$ cat src/rtl/atu_mac.sv
`default_nettype none
// ----------------------------------------------------------------------------
// atu_mac
// Shared 33x33 multiplier with a wide accumulator, rounding and saturation.
// ----------------------------------------------------------------------------
module atu_mac #(
    parameter int FRAC_BITS = 16
) (
    input  wire                      aclk,
    input  wire logic                clr,
    input  wire logic                acc_en,
    input  wire logic signed [32:0]  op_a,
    input  wire logic signed [32:0]  op_b,
    output logic signed [31:0]       result,
    output logic                     clip
);
    localparam int AW = 70;

    logic signed [65:0]   prod_reg;
    logic                 pv_reg;
    logic signed [AW-1:0] acc_reg, acc_next;
    logic signed [AW-1:0] rnd, q;

    always_comb begin
        acc_next = acc_reg;
        if (clr) acc_next = AW'(signed'(1)) <<< (FRAC_BITS - 1);
        else if (pv_reg) acc_next = acc_reg + AW'(prod_reg);
    end

    always_ff @(posedge aclk) begin
        prod_reg <= op_a * op_b;
        pv_reg   <= acc_en;
        acc_reg  <= acc_next;
    end

    always_comb begin
        rnd = acc_reg;
        q   = rnd >>> FRAC_BITS;
        clip = 1'b0;
        result = q[31:0];
        if (q > AW'(64'sd2147483647)) begin
            result = 32'sh7fffffff;
            clip = 1'b1;
        end else if (q < -AW'(64'sd2147483648)) begin
            result = 32'sh80000000;
            clip = 1'b1;
        end
    end

endmodule
`default_nettype wire

$ cat config.mk
export PLATFORM = sky130hd
export DESIGN_NAME = atu_mac
export DESIGN_NICKNAME = d
export VERILOG_FILES = /design/src/rtl/atu_mac.sv
export SDC_FILE = /design/constraint.sdc
export NUM_CORES = 2
export LEC_CHECK = 0
export BUFFER_PORTS_ARGS = -buffer_cell sky130_fd_sc_hd__buf_2
export CAP_MARGIN = 20
export CELL_PAD_IN_SITES_DETAIL_PLACEMENT = 1
export CELL_PAD_IN_SITES_GLOBAL_PLACEMENT = 1
export CORE_AREA = 2 2 455 457
export CTS_CLUSTER_SIZE = 40
export DETAILED_ROUTE_END_ITERATION = 8
export DIE_AREA = 0 0 457 459
export PLACE_DENSITY = 0.42
export SYNTH_ARGS = -nofsm -noshare
export SYNTH_HDL_FRONTEND = slang
export SYNTH_SLANG_ARGS = --single-unit
$ cat constraint.sdc
create_clock -name aclk -period 10.6 [get_ports aclk]
set_input_delay 0 -clock aclk [delete_from_list [all_inputs] [get_ports aclk]]
set_output_delay 0 -clock aclk [all_outputs]
set_load 0.005 [all_outputs]
Word level (Yosys, flattened, before mapping)
Index checks and enable logic that the tools add are counted.
W data, S select, Z words.
{"block": "op_classes", "addsub": 1, "mul": 1, "n_lt_le_gt_ge": 2, "muxes": 4}
{"cell": "$add A70 B66 Y70", "n": 1}
{"cell": "$mul A33 B33 Y66", "n": 1}
{"cell": "$mux W32", "n": 2}
{"cell": "$gt A54 B32 Y1 const B", "n": 1}
{"cell": "$lt A54 B32 Y1 const B", "n": 1}
{"cell": "$mux W1", "n": 2}
{"block": "word_totals", "regBits": 137, "inputBits": 69, "wordCells": 11}

Logic depth before layout (Yosys ltp)
{"block": "depth", "depth_word": 3, "depth_mapped": 31, "ltp_nobuf": 29}

Least setup slack after synthesis
No wires, ideal clock.
{"block": "synth_timing", "path_type": "in2reg", "startpoint": "input op_a[32]", "endpoint": "register prod_reg[63]", "arrival_ps": 7375, "required_ps": 10528, "setup_slack_ps": 3153, "cell_stages": 24, "path_cell_list": "clkbuf_1 -> nand2_1 -> inv_1 -> fa_1 -> fa_1 -> fa_1 -> fa_1 -> fa_1 -> fa_1 -> fa_1 -> inv_1 -> fa_1 -> inv_1 -> ha_1 -> clkbuf_1 -> a21o_1 -> a31oi_1 -> o221ai_1 -> a21o_1 -> a2111o_1 -> a31o_1 -> a21o_1 -> a21oi_1 -> xnor2_1"}
{"block": "synth_between", "elab_chain_len": 1}
{"item": "start, declared", "line": "12", "text": "input wire logic signed [32:0] op_a,"}
{"item": "$mul A33 B33 Y66", "line": "31", "text": "prod_reg <= op_a * op_b;"}
{"item": "end signal, assigned", "line": "31"}
{"item": "end, declared", "line": "19", "text": "logic signed [65:0] prod_reg;"}
No other way between the ends.
A chain may end at the register's enable or synchronous reset.

Worst setup path in the final report
Ends and elaborated chain as after synthesis.

==> results.sh <==
export IMPL_slew_headroom=0.278
export IMPL_drv_slew=0
export IMPL_grt_pass1_vias=39000
export IMPL_yosysSeqAreaShare=0.0584
export IMPL_reg2reg_to="acc_reg[68]"
export IMPL_yosysMostFrequentCell="fa_1"
export IMPL_grt_use_total=0.160
export IMPL_synthCells=5176
export IMPL_largest_reg_flops=70
export IMPL_synth_compound_area_frac=0.0685
export IMPL_report_final_setup_viol=0
export IMPL_first_pass_iters=5
export IMPL_holdPathStages=2
export IMPL_synth_seq_cells=137
export IMPL_htree_levels=4
export IMPL_via_count=33500
export IMPL_nets=6595
export IMPL_dp_hpwl_mm=139
export IMPL_io_buffers=101
export IMPL_routed_wl_mm=166
export IMPL_worstPathRequired_ps=10990
export IMPL_syn_nets=6677
export IMPL_synth_simple_area_share=0.163
export IMPL_cts_buffers=17
export IMPL_cts_tree="done"
export IMPL_min_to="prod_reg[0]"
export IMPL_cp_max_fo=33
export IMPL_cts_clk_slew_worst_paths_ps=70
export IMPL_min_period_ps=8060
export IMPL_synth_top_family_by_area="adder cells"
export IMPL_route_detailed_drc=0
export IMPL_via_per_inst=4.29
export IMPL_routedWlPerCell_um=21.2
export IMPL_arrival_ps=8450
export IMPL_yosys_area_top_type_share=0.489
export IMPL_worstHoldStart="op_a[0]"
export IMPL_cts_root_buf="clkbuf_16"
export IMPL_clock_sinks=137
export IMPL_overflow=0
export IMPL_fin_crit_sh=0.760
export IMPL_rsz0062_at_grt="false"
export IMPL_r2r_slack_ps=6780
export IMPL_synth_top_area_cell="fa_1"
export IMPL_die_y_um=459
export IMPL_critPathSlowestCell="fa_1"
export IMPL_crit_path_end_kind="register"
export IMPL_async_flop_share=0
export IMPL_max_stage_delay_ps=1270
export IMPL_skew_ps=17.3
export IMPL_synth_fa_ha_area_frac=0.565
export IMPL_drv_cap=0
export IMPL_drive_gt1_frac=0.0425
export IMPL_path_delay_family="adder cells"
export IMPL_yosys_warnings=0
export IMPL_critPathBufInv=4
export IMPL_clock_latency_ps=450
export IMPL_ios=102
export IMPL_synthXorXnorAreaFrac=0.0256
export IMPL_synth_enable_flop_cells=0
export IMPL_antenna_found_initial=18
export IMPL_place_congestion=0.790
export IMPL_fill_cells=24100
export IMPL_row_count=167
export IMPL_fmax_ghz=0.124
export IMPL_r2r_start="acc_reg[0]"
export IMPL_synth_distinct_cells=77
export IMPL_start_util=0.228
export IMPL_postRouteAntennaNets=0
export IMPL_grt_max_degree=57
export IMPL_synth_area_mux_share=0.00725
export IMPL_hold_path_class="in2reg"
export IMPL_drt_iter0_markers=1616
export IMPL_worstSetupPathType="in2reg"
export IMPL_syn2layout_area_growth_pct=8.52
export IMPL_status="finished, final reports clean"
export IMPL_cts_resized=0
export IMPL_cts_buffer_depth=2
export IMPL_finalHoldViolCount=0
export IMPL_tns_ps=0
export IMPL_grt_pass1_wl_mm=255
export IMPL_cp_cell_sequence="buf_2, nand2_1, inv_1, fa_1, fa_1, fa_1, fa_1, fa_1, fa_1, fa_1, inv_1, fa_1, inv_1, ha_1, a21o_1, a31oi_1, o221ai_1, a21o_1, a2111o_1, a31o_1, a21o_1, a21oi_1, xnor2_1"
export IMPL_dieArea_um2=210000
export IMPL_die_w_um=457
export IMPL_synthTopCellsByArea="fa_1, inv_1, ha_1"
export IMPL_avgSynthCellArea_um2=9.07
export IMPL_ys_flop_type="dfxtp_1"
export IMPL_start_kind="input port"
export IMPL_core_area_um2=206000
export IMPL_synth_common_cells="fa_1, inv_1, nand2_1, and2_1, ha_1"
export IMPL_syn_area_um2=46900
export IMPL_rr_worst_depth=15
export IMPL_tightest_slew_ps=1080
export IMPL_crit_top_cell="fa_1"
[worst register-to-register path, stage by stage, from the launching register on]
cell and delay [ps]:
dfxtp_1 330, ha_1 190, inv_1 70, fa_1 410, nor2b_1 120, o21ai_0 110
a21oi_1 350, o21ai_1 170, a211oi_1 260, buf_4 180, o21ai_0 190, a211oi_2 380
o221ai_2 220, a211oi_2 390, mux2i_1 230, o311ai_1 110
[stage by stage]
| step | instances | hold slack [ps] | instance area (µm²) | worst slack, ps | utilization |
|---|---|---|---|---|---|
| finish | 7814 | 144 | 50900 | 2540 | 0.248 |
| global route | 7810 | 141 | 50900 | 1990 | 0.248 |
| detailed placement | 7778 | 108 | 50300 | 1980 | 0.245 |
| floorplan | 5176 | 27.7 | 46900 | 3150 | - |
| global placement | 7777 | 110 | 50300 | 2000 | 0.244 |
| CTS | 7809 | 121 | 50900 | 2450 | 0.248 |
[cell type report]
type,instances,area [µm²],share of cell area
Multi-Input combinational cell,3643,39000,0.765
Antenna cell,5,12.5,0.000246
Clock buffer,18,439,0.00862
Inverter,1138,4270,0.0839
Clock inverter,12,175,0.00344
Timing Repair Buffer,157,941,0.0185
Tap cell,2704,3380,0.0664
Sequential cell,137,2740,0.0539
[worst max-delay path by stage]
stage | from | end | cells after the start
final | op_a[32] | prod_reg[63] | 23
after global routing | op_a[32] | prod_reg[64] | 25
after CTS | op_a[32] | prod_reg[63] | 23
after detailed placement | op_a[32] | prod_reg[63] | 25
after global placement | op_a[32] | prod_reg[63] | 25
after floorplan | op_a[32] | prod_reg[63] | 24
[cells by family (layout without fill, tap and decap cells)]
group | Yosys count | after routing
buffers and inverters | 1396 | 1325
xor gates and xnor gates | 137 | 137
AOI/OAI and AO/OA | 489 | 489
adders and majority gates | 1432 | 1432
other | 0 | 5
muxes | 34 | 34
and+or+nand+nor | 1551 | 1551
DFF | 137 | 137
[cells in the final DEF, fill, tap and decap left out, types with 55 or more instances in the layout]
cell type	count
nor2_1	125
o21ai_0	73
ha_1	286
a21oi_1	145
xor2_1	55
dfxtp_1	136
a21o_1	93
nand2_1	687
xnor2_1	82
and2_1	558
fa_1	1146
inv_1	1137
buf_2	101
[timing repair]
item	in CTS	in global routing
endpoints found under the hold margin	1	0
hold buffers	1	0
setup buffers	0	0
[metal layers]
layer | vias to the layer above | wire length (µm) | part of all wire | global-route usage
met5 | - | 13 | 0.000079 | 0
li1 | 15200 | - | - | -
met4 | 2 | 1150 | 0.0069 | 0.0175
met3 | 46 | 5280 | 0.032 | 0.0125
met1 | 17800 | 87900 | 0.53 | 0.249
met2 | 412 | 71300 | 0.43 | 0.248
Power is left out: the tool's default activity adds up to more than one toggle a clock period on the data nets, which glitch-free logic cannot reach.
