[config.mk]
export PLATFORM = sky130hd
export DESIGN_NAME = atu_cordic
export DESIGN_NICKNAME = d
export VERILOG_FILES = /design/src/rtl/atu_pkg.sv /design/src/rtl/atu_cordic.sv
export SDC_FILE = /design/constraint.sdc
export NUM_CORES = 1
export LEC_CHECK = 0
export ABC_CLOCK_PERIOD_IN_PS = 13100
export BUFFER_PORTS_ARGS = -buffer_cell sky130_fd_sc_hd__buf_2
export CORE_AREA = 2 2 188 190
export DETAILED_ROUTE_END_ITERATION = 7
export DIE_AREA = 0 0 190 192
export GPL_ROUTABILITY_DRIVEN = 0
export PLACE_DENSITY_LB_ADDON = 0.3
export SKIP_CTS_REPAIR_TIMING = 1
export SLEW_MARGIN = 25
export SYNTH_ARGS = -nofsm -noshare
export SYNTH_HDL_FRONTEND = slang
export SYNTH_SLANG_ARGS = --single-unit
[constraint.sdc]
create_clock -name aclk -period 13.1 [get_ports aclk]
set_input_delay 1.965 -clock aclk [delete_from_list [all_inputs] [get_ports aclk]]
set_output_delay 1.965 -clock aclk [all_outputs]
set_load 0.02 [all_outputs]
[src/rtl/atu_pkg.sv]
`default_nettype none
// ----------------------------------------------------------------------------
// atu_pkg
// Shared types, constants and the CORDIC angle table for the affine unit.
// ----------------------------------------------------------------------------
package atu_pkg;

    localparam int CORDIC_STEPS_DEF = 16;
    localparam int FRAC_BITS_DEF    = 16;
    localparam int CORDIC_MAX       = 24;

    localparam int CW = 30;

    localparam logic signed [25:0] DEG_90  = 26'sd5898240;
    localparam logic signed [25:0] DEG_180 = 26'sd11796480;
    localparam logic signed [26:0] DEG_360 = 27'sd23592960;

    localparam logic signed [33:0] CORDIC_GAIN = 34'sd652032875;

    localparam logic [2:0] CMD_TRANSLATE = 3'd0;
    localparam logic [2:0] CMD_ROTATE    = 3'd1;
    localparam logic [2:0] CMD_SCALE     = 3'd2;
    localparam logic [2:0] CMD_MAP_POINT = 3'd3;
    localparam logic [2:0] CMD_MAP_RECT  = 3'd4;

    // Start control from the sequencer to the CORDIC.
    typedef struct packed {
        logic start;
    } cordic_ctl_t;

    function automatic logic signed [25:0] atan_deg(input logic [4:0] i);
        logic signed [25:0] v;
        unique case (i)
            5'd0:    v = 26'sd2949120;
            5'd1:    v = 26'sd1740967;
            5'd2:    v = 26'sd919879;
            5'd3:    v = 26'sd466945;
            5'd4:    v = 26'sd234379;
            5'd5:    v = 26'sd117304;
            5'd6:    v = 26'sd58666;
            5'd7:    v = 26'sd29335;
            5'd8:    v = 26'sd14668;
            5'd9:    v = 26'sd7334;
            5'd10:   v = 26'sd3667;
            5'd11:   v = 26'sd1833;
            5'd12:   v = 26'sd917;
            5'd13:   v = 26'sd458;
            5'd14:   v = 26'sd229;
            5'd15:   v = 26'sd115;
            5'd16:   v = 26'sd57;
            5'd17:   v = 26'sd29;
            5'd18:   v = 26'sd14;
            5'd19:   v = 26'sd7;
            5'd20:   v = 26'sd4;
            5'd21:   v = 26'sd2;
            5'd22:   v = 26'sd1;
            default: v = 26'sd0;
        endcase
        return v;
    endfunction

endpackage
`default_nettype wire

[src/rtl/atu_cordic.sv]
`default_nettype none
// ----------------------------------------------------------------------------
// atu_cordic
// Iterative rotation-mode CORDIC in degree units, one micro-rotation a cycle.
// ----------------------------------------------------------------------------
module atu_cordic #(
    parameter int CORDIC_STEPS = 16,
    parameter int FRAC_BITS    = 16
) (
    input  wire                       aclk,
    input  wire                       aresetn,
    input  atu_pkg::cordic_ctl_t      ctl,
    input  wire logic signed [25:0]   angle,
    output logic                      done,
    output logic signed [31:0]        cos_q,
    output logic signed [31:0]        sin_q
);
    import atu_pkg::*;

    localparam int NSTEP = (CORDIC_STEPS < CORDIC_MAX) ? CORDIC_STEPS : CORDIC_MAX;
    localparam int SH    = CW - FRAC_BITS;

    logic signed [33:0] x_reg, x_next, y_reg, y_next;
    logic signed [27:0] r_reg, r_next;
    logic               neg_reg, neg_next;
    logic [4:0]         i_reg, i_next;
    logic               busy_reg, busy_next;
    logic               done_reg, done_next;

    logic signed [26:0] red0, red1;
    logic signed [27:0] red2;
    logic               redneg;
    logic signed [33:0] xs, ys, xf, yf, xr, yr;

    always_comb begin
        // The angle spans less than two turns either way, so a single
        // correction brings it into one turn.
        red0   = 27'(angle);
        if (red0 >= DEG_360) red0 = red0 - DEG_360;
        else if (red0 <= -DEG_360) red0 = red0 + DEG_360;
        if (red0 < 0) red0 = red0 + DEG_360;
        red1   = (red0 >= 27'(DEG_180)) ? red0 - DEG_360 : red0;
        redneg = 1'b0;
        red2   = 28'(red1);
        if (red1 > 27'(DEG_90)) begin
            red2 = 28'(red1) - 28'(DEG_180);
            redneg = 1'b1;
        end else if (red1 < -27'(DEG_90)) begin
            red2 = 28'(red1) + 28'(DEG_180);
            redneg = 1'b1;
        end
    end

    always_comb begin
        xs = x_reg >>> i_reg;
        ys = y_reg >>> i_reg;
        x_next = x_reg;
        y_next = y_reg;
        r_next = r_reg;
        i_next = i_reg;
        neg_next = neg_reg;
        busy_next = busy_reg;
        done_next = 1'b0;
        if (ctl.start) begin
            x_next = CORDIC_GAIN;
            y_next = '0;
            r_next = red2;
            neg_next = redneg;
            i_next = '0;
            busy_next = 1'b1;
        end else if (busy_reg) begin
            if (r_reg >= 0) begin
                x_next = x_reg - ys;
                y_next = y_reg + xs;
                r_next = r_reg - 28'(atan_deg(i_reg));
            end else begin
                x_next = x_reg + ys;
                y_next = y_reg - xs;
                r_next = r_reg + 28'(atan_deg(i_reg));
            end
            i_next = i_reg + 5'd1;
            if (32'(i_reg) == NSTEP - 1) begin
                busy_next = 1'b0;
                done_next = 1'b1;
            end
        end
    end

    always_ff @(posedge aclk) begin
        if (!aresetn) begin
            busy_reg <= 1'b0;
            done_reg <= 1'b0;
        end else begin
            busy_reg <= busy_next;
            done_reg <= done_next;
        end
        x_reg   <= x_next;
        y_reg   <= y_next;
        r_reg   <= r_next;
        i_reg   <= i_next;
        neg_reg <= neg_next;
    end

    always_comb begin
        xf = neg_reg ? -x_reg : x_reg;
        yf = neg_reg ? -y_reg : y_reg;
        xr = (xf + (34'sd1 <<< (SH - 1))) >>> SH;
        yr = (yf + (34'sd1 <<< (SH - 1))) >>> SH;
    end

    assign done  = done_reg;
    assign cos_q = xr[31:0];
    assign sin_q = yr[31:0];

endmodule
`default_nettype wire

=== After elaboration in Yosys (flattened, before gate mapping) ===
Memory sizes are Yosys's and may differ from the RTL's. A register that Yosys moved wholly into a read port is not among the register bits.
Cells that the tools add are included.

* Register bits after elaboration: 104
* Memory bits (read-only): 1408
* Input bits: 29
* Logic and storage cells: 68
* Output and inout bits: 65
* Memories: 2
* Latch bits: 0
* Bits in writable memories: 0

* Reductions and logical operators: 2
* $lt $le $gt $ge: 7
* Muxes and demuxes: 28
* Div/mod/pow operators: 0
* Bitwise logic cells: 2
* Shifts and indexed selects: 2
* Equal/unequal tests: 1
* Multipliers: 0
* Add/subtract/negate cells: 17

{| class="wikitable"
|+ Memory list
! name !! words !! bits a word !! read ports !! clocked after memory_dff !! wr ports !! RTL line !! text
|-
| (name not given) || 32 || 22 || 1 || 1 || 0 || atu_pkg.sv:33 || <nowiki>unique case (i)</nowiki>
|-
| (name not given) || 32 || 22 || 1 || 1 || 0 || atu_pkg.sv:33 ||
|}

{| class="wikitable"
|+ Operators with widths
! kind !! number
|-
| 26-bit 2-to-1 mux || 6
|-
| 28-bit 2-to-1 mux || 5
|-
| 34-bit 2-to-1 mux || 4
|-
| 27-bit 2-to-1 mux || 4
|-
| 34-bit by 15-bit adder with 34-bit output (second input constant) || 2
|-
| 34-bit adder || 2
|-
| 34-bit negator || 2
|-
| 34-bit by 5-bit >>> shifter with 34-bit output || 2
|-
| 34-bit subtractor || 2
|-
| 27-bit by 25-bit adder with 28-bit output (second input constant) || 1
|-
| 28-bit by 26-bit adder with 28-bit output || 1
|-
| 28-bit by 1-bit >= comparator with 1-bit output (second input constant) || 1
|-
| 27-bit by 25-bit subtractor with 28-bit output (second input constant) || 1
|-
| 28-bit by 26-bit subtractor with 28-bit output || 1
|-
| 26-bit by 26-bit adder with 27-bit output (second input constant) || 1
|-
| 27-bit by 26-bit adder with 27-bit output (second input constant) || 1
|-
| 27-bit by 25-bit >= comparator with 1-bit output (second input constant) || 1
|-
| 27-bit by 24-bit > comparator with 1-bit output (second input constant) || 1
|-
| 27-bit by 1-bit < comparator with 1-bit output (second input constant) || 1
|-
| 27-bit by 24-bit < comparator with 1-bit output (second input constant) || 1
|-
| 26-bit by 26-bit subtractor with 27-bit output (second input constant) || 1
|-
| 27-bit by 26-bit subtractor with 27-bit output (second input constant) || 1
|-
| 26-bit >= comparator (second input constant) || 1
|-
| 26-bit less-or-equal comparator (second input constant) || 1
|-
| 7 further kinds || 15
|}

=== Depth between registers and ports, before layout ===
* Depth after elaboration: 11
* Depth in mapped cells: 28
* Depth with buffers taken out: 23

=== Worst setup path before layout ===
No wires, ideal clock.

* Path kind: reg-to-output
* Start point: register neg_reg
* End point: output port sin_q[20]
* Required time: 11135 ps
* Path slack: 6075 ps
* Path buffers: 6
* Cell stages (with the launch flop): 18
* Data arrival time: 5060 ps
* Cell sequence: edfxtp_1 -> clkbuf_1 -> clkbuf_1 -> clkbuf_1 -> clkbuf_1 -> clkbuf_1 -> o21ai_0 -> xnor2_1 -> ha_1 -> inv_1 -> a211o_1 -> a221oi_1 -> nand2_1 -> a221oi_1 -> o2111a_1 -> o22ai_1 -> xnor2_1 -> buf_4

* Cells in the longest elaborated chain, start to end: 2

{| class="wikitable"
|+ RTL lines
! element !! RTL line !! text
|-
| start: declaration || atu_cordic.sv:25 || <nowiki>logic neg_reg, neg_next;</nowiki>
|-
| start signal: assignment || atu_cordic.sv:101 || <nowiki>neg_reg <= neg_next;</nowiki>
|-
| 34-bit 2-to-1 mux || atu_cordic.sv:106 || <nowiki>yf = neg_reg ? -y_reg : y_reg;</nowiki>
|-
| 34-bit by 15-bit adder with 34-bit output || atu_cordic.sv:108 || <nowiki>yr = (yf + (34'sd1 <<< (SH - 1))) >>> SH;</nowiki>
|-
| end: declaration || atu_cordic.sv:16 || <nowiki>output logic signed [31:0] sin_q</nowiki>
|}

Every way passes these cells.

=== Worst setup path after layout ===
* Start point: register y_reg[1]
* End point: output port sin_q[28]

* Cells in the longest elaborated chain, start to end: 3

{| class="wikitable"
|+ RTL lines
! element !! RTL line !! text
|-
| start: declaration || atu_cordic.sv:23 || <nowiki>logic signed [33:0] x_reg, x_next, y_reg, y_next;</nowiki>
|-
| start signal: assignment || atu_cordic.sv:98 || <nowiki>y_reg <= y_next;</nowiki>
|-
| 34-bit negator || atu_cordic.sv:106 ||
|-
| 34-bit 2-to-1 mux * || atu_cordic.sv:106 ||
|-
| 34-bit by 15-bit adder with 34-bit output * || atu_cordic.sv:108 ||
|}

Every way passes the cells marked *; elsewhere a longest branch is shown, timed or not.

==> reports/metrics.csv <==
metric;value;unit
cp_top_family;simple AND/OR/NAND/NOR gates;
hp-class;reg -> reg;
synth-seq-cells;126;
num_io_pins;94;
crit_type;reg -> out;
cts.sinks;126;
ys_warn_count;0;
cp.required;11.14;ns
grt_overflow_total;0;
fp.coreArea;34290;sq um
grt_pass1_vias;16788;
port_buffers;93;
clockBufferDepth;2;
synth_flop_cell;dfxtp_1;
diodes;0;
antenna_found_initial;1;
h-tree-depth;4;
synth-edff-count;29;
numCtsBuffers;17;
die_area;36480;sq um
routed_wl;52020;microns
track_usage;28.61;%
ant_nets;0;
netlist_instances;2356;
cpPeakStageDelay;0.67;ns
vias;17994;
critPathBufInv;1;
end_kind;primary output;
syn-num-nets;2504;
placementRows;68;
maxCapViolations;0;
outcome;completed;
cts_tree;built;
dr.pass1.iters;8;
dp_hpwl;37870;microns
r2r_start;i_reg[0]$_SDFFE_PP0P_;
period_needed;7.651;ns
setup_violations;0;
fin_skew;0.01734;ns
wl_per_cell;18.71;microns
fillers;3152;
synth_area_per_cell;7.937;sq um
placed_area;19050;sq um
grt_max_degree;82;
finalCritPeriodShare;58.40;%
drv_slew;0;
path_common_cell;or3_1;
crit_slowest_cell;or4bb_1;
drt_iter0_markers;1724;
holdCritStartpoint;x_reg[2]$_SDFFE_PP0P_;
syn-cell-area;18700;sq um
rsz0062_at_grt;no;
dieWidth;190;microns
multiInputGateArea;14740;sq um
fin_setup_tns;0;ns
regArea;2819;sq um
critical_path_arrival;5.69;ns
clock-root-buffer;clkbuf_16;
async_flop_share;0;%
power.density;295.0;nW/um^2
fmax;130.7;MHz
crit_chain;nor4_1, nand4_1, or4bb_1, or4_1, or3_1, nor3_1, xor2_1, or3_1, a221oi_1, o2111a_1, o22ai_1, xnor2_1, buf_2;
syn2layout_area_growth;5.152;%
clk_latency;0.46;ns
yosysSeqAreaShare;15.04;%
critPathLaunchType;flip-flop;
relSlewSlack;38.73;%
final_layout_size_suffix_gt1_share;14.24;%
clk_pin_slew_worst_paths;0.08;ns
grt_pass1_wl;85450;microns
drc;0;
stdcell_area;19660;sq um
peakVddDrop;0.1552;mV
worst_slew_pin_slew;0.8959;ns
initial_core_util;54.54;%
die_h;192;microns
startpoint;y_reg[1]$_SDFFE_PP0P_;
ys_types;99;
crit_path_max_fanout;13;
timing_hold_violations_final;0;
vias_per_cell;6.473;
finalNetCount;2460;
p_leak;0.007993;uW
==> layout by cell type, fill, tap and decap left out, drive strengths merged, types with 42 or more instances in the layout <==
cell,instances
inv,85
a21o,44
ha,116
nor2,206
dfxtp,97
nand3,42
nor3,64
buf,112
a21oi,151
o21ai,184
nand2,230
xnor2,139
mux2i,64
mux4,95
xor2,90
==> worst reg2reg max path, delay by kind of cell, from the launching register on <==
family	cells	cell delay, ns
flip-flops	1	0.74
XOR/XNOR	1	0.13
AND/OR/NAND/NOR	2	0.43
adder cells (fa/ha/maj)	2	0.40
multiplexers	4	1.63
buffers and inverters	2	0.72
AO/OA/AOI/OAI	11	3.03
==> power breakdown <==
group          internal [uW]  switching (uW)  total [uW]
registers                555             263         818
clock network            303             215         519
logic                   1940            2530        4460
==> final timing paths <==
path / to / slack (ns) / cells past startpoint
max reg2reg: x_reg[32]$_SDFFE_PP0P_ / 5.89 / 22
min: x_reg[2]$_SDFFE_PP0P_ / 0.56 / 2
max: sin_q[28] / 5.45 / 13
min reg2reg: x_reg[2]$_SDFFE_PP0P_ / 0.56 / 2
==> per-stage QoR <==
stage               hold WS [ns]  setup slack, ns  utilization (%)  cells  power, uW
detailed placement        0.5462            5.039            55.56   2748       5178
CTS                       0.5551            5.377            57.35   2780       5741
finish                    0.5616            5.449            57.35   2780       5800
global placement          0.5281            5.279            55.56   2748       5061
floorplan                 0.4846            6.075                -   2356       4330
global route              0.5876            4.972            57.35   2780       6319
==> Yosys cell counts (all sizes together), types with 44 or more instances <==
| cell | n | area [sq um] |
|---|---|---|
| a21o | 44 | 330.3 |
| a21oi | 151 | 755.7 |
| buf | 70 | 439.2 |
| clkbuf | 105 | 394.1 |
| dfxtp | 97 | 1942 |
| ha | 116 | 1451 |
| inv | 79 | 296.5 |
| mux2i | 64 | 640.6 |
| mux4 | 95 | 2140 |
| nand2 | 230 | 863.3 |
| nor2 | 206 | 773.2 |
| nor3 | 64 | 330.3 |
| o21ai | 184 | 924.6 |
| xnor2 | 139 | 1217 |
| xor2 | 90 | 788.3 |
==> cell families (layout without fill, tap and decap cells) <==
kind of cell,Yosys count,after routing,share of synthesized area (%)
adder cells (fa/ha/maj),120,120,8.137
AO/OA/AOI/OAI,666,666,23.21
AND/OR/NAND/NOR,758,758,19.46
flip-flops,126,126,15.04
XOR/XNOR,229,229,10.73
multiplexers,199,199,17.30
buffers and inverters,258,227,6.122
==> area by class of cell <==
type,instances,area share [%]
clock buffers,18,2.183
clock inverters,14,0.9227
inverters,83,1.584
multi-input cells,1972,74.97
flip-flops and latches,126,14.34
well taps,455,2.895
repair buffers,112,3.105
==> metal layers <==
| layer | vias up | part of all wire, % | global-route usage, % |
|---|---|---|---|
| li1 | 8636 | - | - |
| met2 | 729 | 48 | 49.19 |
| met1 | 8497 | 42 | 36.26 |
| met3 | 130 | 6.8 | 4.257 |
| met4 | 2 | 3.3 | 10.82 |
| met5 | - | 0.025 | 0 |
No activity file was read; power rests on OpenSTA's default activity.
